===== config.mk =====
export PLATFORM = sky130hd
export DESIGN_NAME = xoshiro256_range_generator_flat
export DESIGN_NICKNAME = d
export VERILOG_FILES = /design/src/hw/rtl/xrg_pkg.sv /design/src/hw/rtl/xrg_req_if.sv /design/src/hw/rtl/xrg_rsp_if.sv /design/src/hw/rtl/xrg_ctrl.sv /design/src/hw/rtl/xrg_dp.sv /design/src/hw/rtl/xoshiro256_range_generator.sv /design/src/flat_wrapper.sv
export SDC_FILE = /design/constraint.sdc
export NUM_CORES = 2
export LEC_CHECK = 0
export BUFFER_PORTS_ARGS = -buffer_cell sky130_fd_sc_hd__buf_2
export CAP_MARGIN = 25
export CELL_PAD_IN_SITES_DETAIL_PLACEMENT = 1
export CELL_PAD_IN_SITES_GLOBAL_PLACEMENT = 2
export CORE_MARGIN = 2
export CORE_UTILIZATION = 43
export CTS_CLUSTER_DIAMETER = 50
export CTS_CLUSTER_SIZE = 28
export DETAILED_ROUTE_END_ITERATION = 6
export MAX_ROUTING_LAYER = met4
export PLACE_DENSITY = 0.82
export SLEW_MARGIN = 40
export SYNTH_ARGS = -nofsm -noshare
export SYNTH_HDL_FRONTEND = slang
export SYNTH_SLANG_ARGS = --single-unit
export TNS_END_PERCENT = 1

===== constraint.sdc =====
create_clock -name clk_i -period 11.7 [get_ports clk_i]
set_clock_uncertainty 0.2 [all_clocks]
set_input_delay 1.17 -clock clk_i [delete_from_list [all_inputs] [get_ports clk_i]]
set_output_delay 1.17 -clock clk_i [all_outputs]
set_load 0.05 [all_outputs]

===== src/hw/rtl/xrg_pkg.sv =====
package xrg_pkg;

  // Field and datapath widths.
  localparam int unsigned WordW   = 64;
  localparam int unsigned HalfW   = WordW / 2;
  localparam int unsigned BoundW  = 32;
  localparam int unsigned SpanW   = BoundW + 1;
  localparam int unsigned NumWords = 4;
  localparam int unsigned WordIdxW = $clog2(NumWords);

  // Seeding constants: xorshift64* shifts and multiplier halves.
  localparam logic [WordW-1:0] ZeroSeedSubst = 64'd4;
  localparam logic [HalfW-1:0] SeedMultLo    = 32'h4F6C_DD1D;
  localparam logic [HalfW-1:0] SeedMultHi    = 32'h2545_F491;
  localparam int unsigned      XsShiftA      = 12;
  localparam int unsigned      XsShiftB      = 25;
  localparam int unsigned      XsShiftC      = 27;

  // Generator constants.
  localparam int unsigned AdvShift   = 17;
  localparam int unsigned AdvRotW3   = 45;
  localparam int unsigned OutRot     = 7;

  // Divider: remainder bits retired per cycle and cycle count.
  localparam int unsigned DivBitsPerStep = 2;
  localparam int unsigned DivSteps       = WordW / DivBitsPerStep;
  localparam int unsigned DivCntW        = $clog2(DivSteps);

  typedef logic signed [BoundW-1:0] bound_t;

  // Controller states.
  typedef enum logic [3:0] {
    ST_SEED_LD,
    ST_XS,
    ST_M0,
    ST_M1,
    ST_M2,
    ST_IDLE,
    ST_MIX,
    ST_DIV,
    ST_DONE
  } xrg_state_e;

  // Commands from the controller to the datapath.
  typedef struct packed {
    logic                seed_ld;
    logic                xs;
    logic                m0;
    logic                m1;
    logic                m2;
    logic [WordIdxW-1:0] word_idx;
    logic                adv;
    logic                mix;
    logic                div_step;
    logic                load_out;
  } xrg_cmd_t;

  // Status from the datapath to the controller.
  typedef struct packed {
    logic need_div;
  } xrg_status_t;

  // One xorshift64 round on the running seed word.
  function automatic logic [WordW-1:0] xs64(input logic [WordW-1:0] v);
    logic [WordW-1:0] r;
    r = v ^ (v >> XsShiftA);
    r = r ^ (r << XsShiftB);
    r = r ^ (r >> XsShiftC);
    return r;
  endfunction

  function automatic logic [WordW-1:0] rotl64(input logic [WordW-1:0] v,
                                              input int unsigned r);
    return (v << r) | (v >> (WordW - r));
  endfunction

  // One restoring division bit: shift in b, subtract span when it fits.
  function automatic logic [BoundW-1:0] div_bit(input logic [BoundW-1:0] rem,
                                                input logic b,
                                                input logic [SpanW-1:0] span);
    logic [SpanW-1:0] r;
    r = {rem, b};
    if (r >= span) begin
      r = r - span;
    end
    return r[BoundW-1:0];
  endfunction

endpackage


===== src/hw/rtl/xrg_req_if.sv =====
interface xrg_req_if import xrg_pkg::*; ();
  logic   valid;
  logic   ready;
  logic   opcode;
  bound_t range_min;
  bound_t range_max;

  modport source (output valid, opcode, range_min, range_max, input ready);
  modport sink   (input valid, opcode, range_min, range_max, output ready);
endinterface


===== src/hw/rtl/xrg_rsp_if.sv =====
interface xrg_rsp_if import xrg_pkg::*; ();
  logic             valid;
  logic             ready;
  logic [WordW-1:0] raw_word;
  bound_t           bounded_value;
  logic             range_error;

  modport source (output valid, raw_word, bounded_value, range_error, input ready);
  modport sink   (input valid, raw_word, bounded_value, range_error, output ready);
endinterface


===== src/hw/rtl/xrg_ctrl.sv =====
module xrg_ctrl import xrg_pkg::*; (
  input  logic        clk_i,
  input  logic        rst_ni,
  input  logic        cfg_wr_i,
  input  logic        in_valid_i,
  output logic        in_ready_o,
  output logic        out_valid_o,
  input  logic        out_ready_i,
  input  xrg_status_t status_i,
  output xrg_cmd_t    cmd_o
);

  localparam logic [WordIdxW-1:0] RoundLast = WordIdxW'(NumWords - 1);
  localparam logic [DivCntW-1:0]  DivLast   = DivCntW'(DivSteps - 1);

  xrg_state_e          state_q, state_d;
  logic [WordIdxW-1:0] round_q, round_d;
  logic [DivCntW-1:0]  div_cnt_q, div_cnt_d;
  logic                out_valid_q, out_valid_d;
  logic                accept;
  logic                out_free;

  assign accept   = in_valid_i && in_ready_o;
  assign out_free = !out_valid_q || out_ready_i;

  // Next state. A seed write restarts the seeding sequence.
  always_comb begin
    state_d = state_q;
    if (cfg_wr_i) begin
      state_d = ST_SEED_LD;
    end else begin
      unique case (state_q)
        ST_SEED_LD: state_d = ST_XS;
        ST_XS:      state_d = ST_M0;
        ST_M0:      state_d = ST_M1;
        ST_M1:      state_d = ST_M2;
        ST_M2:      state_d = (round_q == RoundLast) ? ST_IDLE : ST_XS;
        ST_IDLE:    state_d = accept ? ST_MIX : ST_IDLE;
        ST_MIX:     state_d = status_i.need_div ? ST_DIV : ST_DONE;
        ST_DIV:     state_d = (div_cnt_q == DivLast) ? ST_DONE : ST_DIV;
        ST_DONE:    state_d = out_free ? ST_IDLE : ST_DONE;
        default:    state_d = ST_SEED_LD;
      endcase
    end
  end

  // Seeding round and divider step counters.
  always_comb begin
    round_d   = round_q;
    div_cnt_d = div_cnt_q;
    if (state_q == ST_SEED_LD) begin
      round_d = '0;
    end else if (state_q == ST_M2) begin
      round_d = round_q + 1'b1;
    end
    if (state_q == ST_MIX) begin
      div_cnt_d = '0;
    end else if (state_q == ST_DIV) begin
      div_cnt_d = div_cnt_q + 1'b1;
    end
  end

  // Commands and handshake outputs.
  always_comb begin
    cmd_o          = '0;
    cmd_o.word_idx = round_q;
    in_ready_o     = 1'b0;
    unique case (state_q)
      ST_SEED_LD: cmd_o.seed_ld = 1'b1;
      ST_XS:      cmd_o.xs      = 1'b1;
      ST_M0:      cmd_o.m0      = 1'b1;
      ST_M1:      cmd_o.m1      = 1'b1;
      ST_M2:      cmd_o.m2      = 1'b1;
      ST_IDLE: begin
        in_ready_o = 1'b1;
        cmd_o.adv  = in_valid_i;
      end
      ST_MIX:     cmd_o.mix      = 1'b1;
      ST_DIV:     cmd_o.div_step = 1'b1;
      ST_DONE:    cmd_o.load_out = out_free;
      default:    cmd_o = '0;
    endcase
  end

  // Output register valid flag.
  always_comb begin
    out_valid_d = out_valid_q;
    if (cmd_o.load_out) begin
      out_valid_d = 1'b1;
    end else if (out_ready_i) begin
      out_valid_d = 1'b0;
    end
  end

  assign out_valid_o = out_valid_q;

  always_ff @(posedge clk_i or negedge rst_ni) begin
    if (!rst_ni) begin
      state_q     <= ST_SEED_LD;
      round_q     <= '0;
      div_cnt_q   <= '0;
      out_valid_q <= 1'b0;
    end else begin
      state_q     <= state_d;
      round_q     <= round_d;
      div_cnt_q   <= div_cnt_d;
      out_valid_q <= out_valid_d;
    end
  end

  // A finished result never overwrites one that is still waiting.
  assert property (@(posedge clk_i) disable iff (!rst_ni)
    cmd_o.load_out |-> (!out_valid_q || out_ready_i))
    else $error("result register overwritten");

  // A seed write always restarts seeding.
  assert property (@(posedge clk_i) disable iff (!rst_ni)
    cfg_wr_i |=> state_q == ST_SEED_LD)
    else $error("seed write did not restart seeding");

  // Seeding ends after the last of the four rounds.
  assert property (@(posedge clk_i) disable iff (!rst_ni)
    (state_q == ST_M2 && round_q == RoundLast && !cfg_wr_i) |=> state_q == ST_IDLE)
    else $error("seeding did not finish after four rounds");

  // Raw draws and range errors skip the divider.
  assert property (@(posedge clk_i) disable iff (!rst_ni)
    (state_q == ST_MIX && !status_i.need_div && !cfg_wr_i) |=> state_q == ST_DONE)
    else $error("divider entered without a valid span");

endmodule


===== src/hw/rtl/xrg_dp.sv =====
module xrg_dp import xrg_pkg::*; (
  input  logic             clk_i,
  input  logic             rst_ni,
  input  xrg_cmd_t         cmd_i,
  output xrg_status_t      status_o,
  input  logic             cfg_wr_i,
  input  logic [WordW-1:0] cfg_data_i,
  output logic [WordW-1:0] seed_o,
  input  logic             opcode_i,
  input  bound_t           range_min_i,
  input  bound_t           range_max_i,
  output logic [WordW-1:0] raw_word_o,
  output bound_t           bounded_value_o,
  output logic             range_error_o
);

  logic [WordW-1:0]  seed_q;
  logic [WordW-1:0]  sd_q;
  logic [WordW-1:0]  acc_q;
  logic [WordW-1:0]  w_q [NumWords];
  logic [WordW-1:0]  t5_q;
  logic [WordW-1:0]  word_q;
  logic [WordW-1:0]  divd_q;
  logic [BoundW-1:0] rem_q, rem_d;
  logic [SpanW-1:0]  span_q;
  logic              op_q;
  bound_t            lo_q, hi_q;
  logic [WordW-1:0]  res_raw_q;
  bound_t            res_bnd_q;
  logic              res_err_q;

  logic [HalfW-1:0]  mul_a, mul_b;
  logic [WordW-1:0]  prod;
  logic [SpanW-1:0]  diff;
  logic              inv_range;
  logic [WordW-1:0]  rot;
  logic [WordW-1:0]  w0n, w1n, w2n, w3n;

  // Seed register.
  always_ff @(posedge clk_i or negedge rst_ni) begin
    if (!rst_ni) begin
      seed_q <= '0;
    end else if (cfg_wr_i) begin
      seed_q <= cfg_data_i;
    end
  end

  assign seed_o = seed_q;

  // Shared 32x32 multiplier for the seed expansion partial products.
  assign mul_a = cmd_i.m2 ? sd_q[WordW-1:HalfW] : sd_q[HalfW-1:0];
  assign mul_b = cmd_i.m1 ? SeedMultHi : SeedMultLo;
  assign prod  = mul_a * mul_b;

  // Span check on the captured bounds, worked at 33 bits.
  assign diff      = {hi_q[BoundW-1], hi_q} - {lo_q[BoundW-1], lo_q};
  assign inv_range = diff[SpanW-1];
  assign status_o.need_div = op_q && !inv_range;

  // Generator advance, all terms from the current words.
  always_comb begin
    w2n = w_q[2] ^ w_q[0];
    w3n = w_q[3] ^ w_q[1];
    w1n = w_q[1] ^ w2n;
    w0n = w_q[0] ^ w3n;
    w2n = w2n ^ (w_q[1] << AdvShift);
    w3n = rotl64(w3n, AdvRotW3);
  end

  assign rot = rotl64(t5_q, OutRot);

  // Two restoring division bits per cycle.
  always_comb begin
    rem_d = rem_q;
    for (int unsigned i = 0; i < DivBitsPerStep; i++) begin
      rem_d = div_bit(rem_d, divd_q[WordW-1-i], span_q);
    end
  end

  // Seeding, generator words and draw datapath.
  always_ff @(posedge clk_i) begin
    if (cmd_i.seed_ld) begin
      sd_q <= (seed_q == '0) ? ZeroSeedSubst : seed_q;
    end
    if (cmd_i.xs) begin
      sd_q <= xs64(sd_q);
    end
    if (cmd_i.m0) begin
      acc_q <= prod;
    end
    if (cmd_i.m1) begin
      acc_q[WordW-1:HalfW] <= acc_q[WordW-1:HalfW] + prod[HalfW-1:0];
    end
    if (cmd_i.m2) begin
      w_q[cmd_i.word_idx] <= {acc_q[WordW-1:HalfW] + prod[HalfW-1:0],
                              acc_q[HalfW-1:0]};
    end
    if (cmd_i.adv) begin
      op_q   <= opcode_i;
      lo_q   <= range_min_i;
      hi_q   <= range_max_i;
      t5_q   <= w_q[1] + (w_q[1] << 2);
      w_q[0] <= w0n;
      w_q[1] <= w1n;
      w_q[2] <= w2n;
      w_q[3] <= w3n;
    end
    if (cmd_i.mix) begin
      word_q <= rot + (rot << 3);
      divd_q <= rot + (rot << 3);
      rem_q  <= '0;
      span_q <= diff + 1'b1;
    end
    if (cmd_i.div_step) begin
      rem_q  <= rem_d;
      divd_q <= divd_q << DivBitsPerStep;
    end
    if (cmd_i.load_out) begin
      res_raw_q <= word_q;
      if (!op_q) begin
        res_bnd_q <= '0;
        res_err_q <= 1'b0;
      end else if (inv_range) begin
        res_bnd_q <= lo_q;
        res_err_q <= 1'b1;
      end else begin
        res_bnd_q <= lo_q + $signed(rem_q);
        res_err_q <= 1'b0;
      end
    end
  end

  assign raw_word_o      = res_raw_q;
  assign bounded_value_o = res_bnd_q;
  assign range_error_o   = res_err_q;

endmodule


===== src/hw/rtl/xoshiro256_range_generator.sv =====
// A raw draw or a range error goes through ST_MIX to ST_DONE; a bounded draw also runs
// ST_DIV, where the 64-by-33-bit remainder retires 2 bits per cycle. Requests are taken
// one at a time, the next only once ST_DONE has loaded the result, which waits for a free
// result register. Reset or a seed write runs a seeding pass (four rounds on one shared
// 32x32 multiplier); no request is taken until it ends. The seed resets to zero.
module xoshiro256_range_generator import xrg_pkg::*; (
  input  logic             clk_i,
  input  logic             rst_ni,
  input  logic             psel,
  input  logic             penable,
  input  logic             pwrite,
  input  logic [3:0]       paddr,
  input  logic [WordW-1:0] pwdata,
  output logic [WordW-1:0] prdata,
  output logic             pready,
  xrg_req_if.sink          req_i,
  xrg_rsp_if.source        rsp_o
);

  xrg_cmd_t         cmd;
  xrg_status_t      status;
  logic             cfg_wr;
  logic [WordW-1:0] seed;

  // Register decode: the seed register answers at any address with bit 3 clear, zero included.
  assign pready = 1'b1;
  assign cfg_wr = psel && penable && pwrite && !paddr[3];
  assign prdata = paddr[3] ? '0 : seed;

  xrg_ctrl u_ctrl (
    .clk_i       (clk_i),
    .rst_ni      (rst_ni),
    .cfg_wr_i    (cfg_wr),
    .in_valid_i  (req_i.valid),
    .in_ready_o  (req_i.ready),
    .out_valid_o (rsp_o.valid),
    .out_ready_i (rsp_o.ready),
    .status_i    (status),
    .cmd_o       (cmd)
  );

  xrg_dp u_dp (
    .clk_i           (clk_i),
    .rst_ni          (rst_ni),
    .cmd_i           (cmd),
    .status_o        (status),
    .cfg_wr_i        (cfg_wr),
    .cfg_data_i      (pwdata),
    .seed_o          (seed),
    .opcode_i        (req_i.opcode),
    .range_min_i     (req_i.range_min),
    .range_max_i     (req_i.range_max),
    .raw_word_o      (rsp_o.raw_word),
    .bounded_value_o (rsp_o.bounded_value),
    .range_error_o   (rsp_o.range_error)
  );

endmodule


===== src/flat_wrapper.sv =====
// flat-port wrapper written by rule: the top's interface ports become plain ports
module xoshiro256_range_generator_flat import xrg_pkg::*;
  (clk_i, rst_ni, psel, penable, pwrite, paddr, pwdata, prdata, pready, req_i_valid, req_i_opcode, req_i_range_min, req_i_range_max, req_i_ready, rsp_o_valid, rsp_o_raw_word, rsp_o_bounded_value, rsp_o_range_error, rsp_o_ready);
  xrg_req_if req_i_i ();
  xrg_rsp_if rsp_o_i ();
  input  logic clk_i;
  input  logic rst_ni;
  input  logic psel;
  input  logic penable;
  input  logic pwrite;
  input  logic [3:0] paddr;
  input  logic [WordW-1:0] pwdata;
  output logic [WordW-1:0] prdata;
  output logic pready;
  input wire logic [$bits(req_i_i.valid)-1:0] req_i_valid;
  input wire logic [$bits(req_i_i.opcode)-1:0] req_i_opcode;
  input wire logic [$bits(req_i_i.range_min)-1:0] req_i_range_min;
  input wire logic [$bits(req_i_i.range_max)-1:0] req_i_range_max;
  output wire logic [$bits(req_i_i.ready)-1:0] req_i_ready;
  output wire logic [$bits(rsp_o_i.valid)-1:0] rsp_o_valid;
  output wire logic [$bits(rsp_o_i.raw_word)-1:0] rsp_o_raw_word;
  output wire logic [$bits(rsp_o_i.bounded_value)-1:0] rsp_o_bounded_value;
  output wire logic [$bits(rsp_o_i.range_error)-1:0] rsp_o_range_error;
  input wire logic [$bits(rsp_o_i.ready)-1:0] rsp_o_ready;
  assign req_i_i.valid = req_i_valid;
  assign req_i_i.opcode = req_i_opcode;
  assign req_i_i.range_min = req_i_range_min;
  assign req_i_i.range_max = req_i_range_max;
  assign req_i_ready = req_i_i.ready;
  assign rsp_o_valid = rsp_o_i.valid;
  assign rsp_o_raw_word = rsp_o_i.raw_word;
  assign rsp_o_bounded_value = rsp_o_i.bounded_value;
  assign rsp_o_range_error = rsp_o_i.range_error;
  assign rsp_o_i.ready = rsp_o_ready;
  xoshiro256_range_generator u_core (.clk_i(clk_i), .rst_ni(rst_ni), .psel(psel), .penable(penable), .pwrite(pwrite), .paddr(paddr), .pwdata(pwdata), .prdata(prdata), .pready(pready), .req_i(req_i_i), .rsp_o(rsp_o_i));
endmodule

# ---- Word-level counts from Yosys, hierarchy flattened
# Memory sizes are Yosys's and may differ from the RTL's.
# Cells that the tools add are included.
dict set report totals {
  register_bits 623
  latchBits 0
  ramBits 256
  mem_bits_ro 0
  input_bits 140
  word_cells 120
  memories 1
}
dict set report op_classes {
  addsub 10
  multipliers 1
  div_mod_pow 0
  order_cmp 2
  eq_ne 10
  n_shift 0
  n_mux 47
  bitwise 10
  reduce_logical 19
}
# memory words width read_ports rd_ports_with_merged_regs wr line_no
set memory_table {}
lappend memory_table {u_core.u_dp.w_q 4 64 4 0 4 xrg_dp.sv:20} ;# logic [WordW-1:0] w_q [NumWords];
# cell count
set ops {}
lappend ops {{two-way mux 64 bit} 8}
lappend ops {{XOR 64 bit} 6}
lappend ops {{two-way mux 32 bit} 7}
lappend ops {{adder 64 bit} 2}
lappend ops {{greater-or-equal comparator 33 bit} 2}
lappend ops {{adder 32 bit} 2}
lappend ops {{logical NOT 64 bit} 1}
lappend ops {{bitwise OR 64 x 45 -> 64 bit} 1}
lappend ops {{bitwise OR 64 x 7 -> 64 bit} 1}
lappend ops {{OR reduction 64 bit} 1}
lappend ops {{subtractor 32 bit} 2}
lappend ops {{XOR 64 x 37 -> 64 bit} 1}
lappend ops {{XOR 64 x 52 -> 64 bit} 1}
lappend ops {{multiplier 32 x 31 -> 63 bit} 1}
lappend ops {{one-hot mux 4 bit (9 select lines)} 1}
lappend ops {{adder 33 x 1 -> 33 bit, second input constant} 1}
lappend ops {{subtractor 32 x 32 -> 33 bit} 1}
lappend ops {{two-way mux 31 bit} 1}
lappend ops {{two-way mux 1 bit} 18}
lappend ops {{equality test 4 x 3 -> 1 bit, second input constant} 4}
lappend ops {{two-way mux 4 bit} 4}
lappend ops {{nonzero test 2 bit} 6}
lappend ops {{two-way mux 2 bit} 5}
lappend ops {{two-way mux 5 bit} 2}
lappend ops {{other kinds (13)} 20}

# ---- Longest topological paths before layout
dict set report depth {
  word_depth 6
  mapped_depth 46
  ltp_nobuf 43
}

# ---- Hierarchy
# From an unflattened synthesis, not the netlist that was laid out.
dict set report unflattened {
  cells_unflattened 7271
  hier_area_um2 77240.3
}
# module n_inst cells_per_inst area_per_inst_um2
set modules_own_cells {}
lappend modules_own_cells {xrg_dp 1 7111 75911.6}
lappend modules_own_cells {xrg_ctrl 1 86 759.5}
lappend modules_own_cells {xoshiro256_range_generator 1 74 569.3}

# ---- Worst setup path before layout
# Ideal clock, no wire load.
dict set report synth_timing {
  kind {register to register}
  start {register u_core.u_ctrl.state_q[3]}
  end {memory u_core.u_dp.w_q[3][63] (data pin)}
  t_arrival_ps 9677
  required_time_ps 11230
  setup_slack_ps 1553
  path_stages_with_launch 45
  n_path_buf 4
  cell_sequence {dfrtp_1 > buf_4 > nor4b_4 > buf_4 > mux2i_1 > inv_1 > nand2_1 > inv_1 > nor2_1 > nor2_1 > ha_1 > or2_2 > fa_1 > fa_1 > inv_1 > fa_1 > inv_1 > fa_1 > [9 not listed] > a311oi_1 > nand2_1 > a221oi_1 > nand2_1 > a21oi_1 > xnor2_1 > ha_1 > clkbuf_1 > a21o_1 > a21o_1 > a21oi_1 > o21bai_1 > a21o_1 > a21o_1 > a21oi_1 > o31ai_1 > xnor2_1 > a21oi_1}
}
# element line_no
set synth_lines {}
lappend synth_lines {{from (decl)} xrg_ctrl.sv:16} ;# xrg_state_e state_q, state_d;
lappend synth_lines {{from (signal assigned)} xrg_ctrl.sv:104} ;# state_q <= state_d;
lappend synth_lines {{to (decl)} xrg_dp.sv:20}

==> results.toml <==
[status]
status = "complete, no violations"

[clocking]
ctsLongestPathBuffers = 3
cts_resized = 0
cts_hold_buf = 0
path_clk_slew_ns = 0.07
cts_tree = "yes"
clkLatencyLatePin_ns = 0.78
cts-root-buf = "clkbuf_16"
clock_sinks = 879
cts_max_level = 3
post-cts-setup-buffer-count = 0
cts_made_buffers = 101

[grt]
globalRouteOverflowTotal = 0
grt_usage_pct = 27.6
grt_pass1_vias = 60000
grt_pass1_wl_um = 369000
antenna_found_initial = 5
grt_start_max_net_pins = 117

[hold_path]
hp-class = "primary input to async pin"

[floorplan]
fp.dieW_um = 426
ios = 304
start_util_pct = 43.2
fp.dieH_um = 426
rows = 155
dieArea_um2 = 182000
coreArea_um2 = 178000

[critical_path]
critical_path_class = "flip-flop to flip-flop"
critical_path.max_stage_delay_ns = 0.51
r2r_cells = 40
timing.rr.start = "u_core.u_ctrl.state_q[3]"
cp_slowest_cell = "dfrtp_1"
start_kind = "flip-flop"
cpMostUsedCell = "fa_1"
cp-end-kind = "flip-flop"
path_depth = 40
crit_required_ns = 11.93
rrSetupSlack_ns = 0.96
crit_fanout = 38
cpLargestDelayFamily = "adder cells"
rr_endpoint = "u_core.u_dp.w_q[1][63]"
crit_buf_inv = 6
worstPathArrival_ns = 10.97

[placement]
gp_congestion = 0.937
portBuffers = 299
dp_hpwl_um = 201000

[run]
cap_violations = 0

[yosys]
syn_area_um2 = 76800
yosys-top-cells-area = "edfxtp_1 31%, fa_1 16%, ha_1 11%"
syn_avg_cell_area_um2 = 10.4
synth_top_area_cell = "edfxtp_1"
synth_edf_count = 801
synth_cell_types = 123
synthArstFlopShare_pct = 8.65
seq_area_frac_synth_pct = 33.9
synth_top_area_share_pct = 31.3
synthCells = 7396
ys.flop_type = "edfxtp_1"
synth_warnings = 0
ys_ff_latch = 879

[timing]
hold_viol = 0
rsz0062_at_grt = "false"
fmax_ghz = 0.0931
post-route-min-period_ns = 10.74
worstMarginPinSlew_ns = 0.972
tns_ns = 0
maxSlewViolCount = 0
fin_crit_sh_pct = 91.8
setup_viol = 0
timing.slew.headroom_pct = 34.6

[detailed_routing]
met2RoutedLength_um = 122000
avgViaCountPerCell = 5.56
ant_nets = 0
routedWlPerCell_um = 24.0
drc = 0
routed_wl_um = 246000
vias = 56800
wl_met3_um = 9360
drt-met1-wl_um = 106000
first_pass_iters = 7
drt_iter0_drc = 3460
top_layer = "met4"

[finish]
drive_gt1_share_pct = 10.8
fin_util_pct = 48.1
nFillCells = 19600
layout.nets = 9203
area_delta_synth_final_pct = 11.5
[worst register-to-register path: cells and delay by family (launching register included)]
family | cells | cell delay [ns]
muxes | 1 | 0.42
adders and majority gates | 10 | 4.01
xor gates and xnor gates | 2 | 0.49
AOI/OAI and AO/OA | 13 | 2.52
buffers and inverters | 6 | 0.64
and+or+nand+nor | 8 | 1.68
DFF | 1 | 0.51
[cells in the mapped netlist, types with 33 or more instances]
master,number
inv_1,951
clkbuf_1,170
mux2i_1,64
o21a_1,42
nand2_1,570
nor2b_1,105
a31oi_1,49
a21o_1,193
mux2_2,92
ha_1,679
o21ai_0,490
and2_1,33
o21bai_1,48
a21oi_1,401
nor2_1,401
dfrtp_1,76
and3_1,43
xnor2_1,498
xor2_1,252
fa_1,607
nand3_1,93
nor3_1,67
nand4_1,72
edfxtp_1,801
nand2b_1,42
a211oi_1,39
[placed cells by master (no fill, tap or decap), types with 23 or more instances in the layout]
| master | count |
|---|---|
| o21ai_0 | 480 |
| buf_2 | 297 |
| nand3_1 | 93 |
| a21o_1 | 193 |
| o31ai_1 | 25 |
| nor2b_1 | 105 |
| fa_1 | 607 |
| o21a_1 | 42 |
| dfrtp_1 | 75 |
| and3_1 | 42 |
| clkbuf_16 | 101 |
| nand2b_1 | 42 |
| a21oi_1 | 399 |
| o21bai_1 | 48 |
| conb_1 | 59 |
| mux2_2 | 92 |
| a31oi_1 | 47 |
| nor2_1 | 392 |
| o211ai_1 | 23 |
| inv_1 | 948 |
| xnor2_1 | 493 |
| xor2_1 | 252 |
| buf_4 | 127 |
| or3_1 | 24 |
| edfxtp_1 | 801 |
| and2_1 | 33 |
| nand2_1 | 566 |
| a211oi_1 | 39 |
| nand4_1 | 72 |
| mux2i_1 | 61 |
| o21ai_1 | 34 |
| ha_1 | 679 |
| nor3_1 | 66 |
| nor4_1 | 27 |
[state kept, by name (all words and copies together), names as in the netlist, 33 cells and up]
name / cells
u_core.u_dp.acc_q: 64
u_core.u_dp.divd_q: 64
u_core.u_dp.raw_word_o: 64
u_core.u_dp.sd_q: 64
u_core.u_dp.seed_o: 64
u_core.u_dp.span_q: 33
u_core.u_dp.t5_q: 64
u_core.u_dp.w_q: 256
u_core.u_dp.word_q: 64
[metrics by stage]
stage	hold slack, ns	instances	worst slack [ns]	instance area (um^2)
detailed placement	0.205	10000	0.962	81800
floorplan	0.200	7453	1.55	77000
finish	0.141	10200	0.962	85600
CTS	0.0884	10200	0.972	85500
global route	0.117	10200	0.486	85600
global placement	0.201	10000	1.13	81600
[metal layers]
layer | track usage, % | vias to the layer above
met5 | - | -
met4 | 9.43 | 0
met3 | 2.50 | 364
met2 | 45.9 | 1150
met1 | 35.3 | 29100
li1 | - | 26200
[how the worst max path moves through the flow]
stage                                   startpoint                      to  slack (ns)
after floorplan           u_core.u_ctrl.state_q[3]  u_core.u_dp.w_q[3][63]        1.55
after CTS                 u_core.u_ctrl.state_q[1]  u_core.u_dp.w_q[1][63]        0.97
after global routing      u_core.u_ctrl.state_q[3]  u_core.u_dp.w_q[2][61]        0.49
final                     u_core.u_ctrl.state_q[3]  u_core.u_dp.w_q[1][63]        0.96
after global placement    u_core.u_ctrl.state_q[3]  u_core.u_dp.w_q[3][63]        1.13
after detailed placement  u_core.u_ctrl.state_q[3]  u_core.u_dp.w_q[1][63]        0.96
[cell families after synthesis]
logic type	after synthesis	synth area share (%)
flops	879	33.9
fa+ha+maj	1286	26.9
other cells	2	0.00978
xor+xnor	752	8.60
compound gates	1572	12.8
simple gates	1576	9.69
buf+inv	1172	5.91
mux	157	2.20
[area by class of cell]
class                           count  area (um^2)  area share [%]
Sequential cell                   879        26000            30.4
Clock inverter                     90         1240            1.45
Clock buffer                      102         2530            2.96
Antenna cell                        9         22.5          0.0263
Tap cell                         2355         2950            3.44
Timing Repair Buffer              439         2650            3.09
Inverter                          954         3590            4.20
Multi-Input combinational cell   5402        46600            54.5
Power is not shown: default switching activity piles up to over one toggle a cycle in this logic, so the estimate is an artifact.
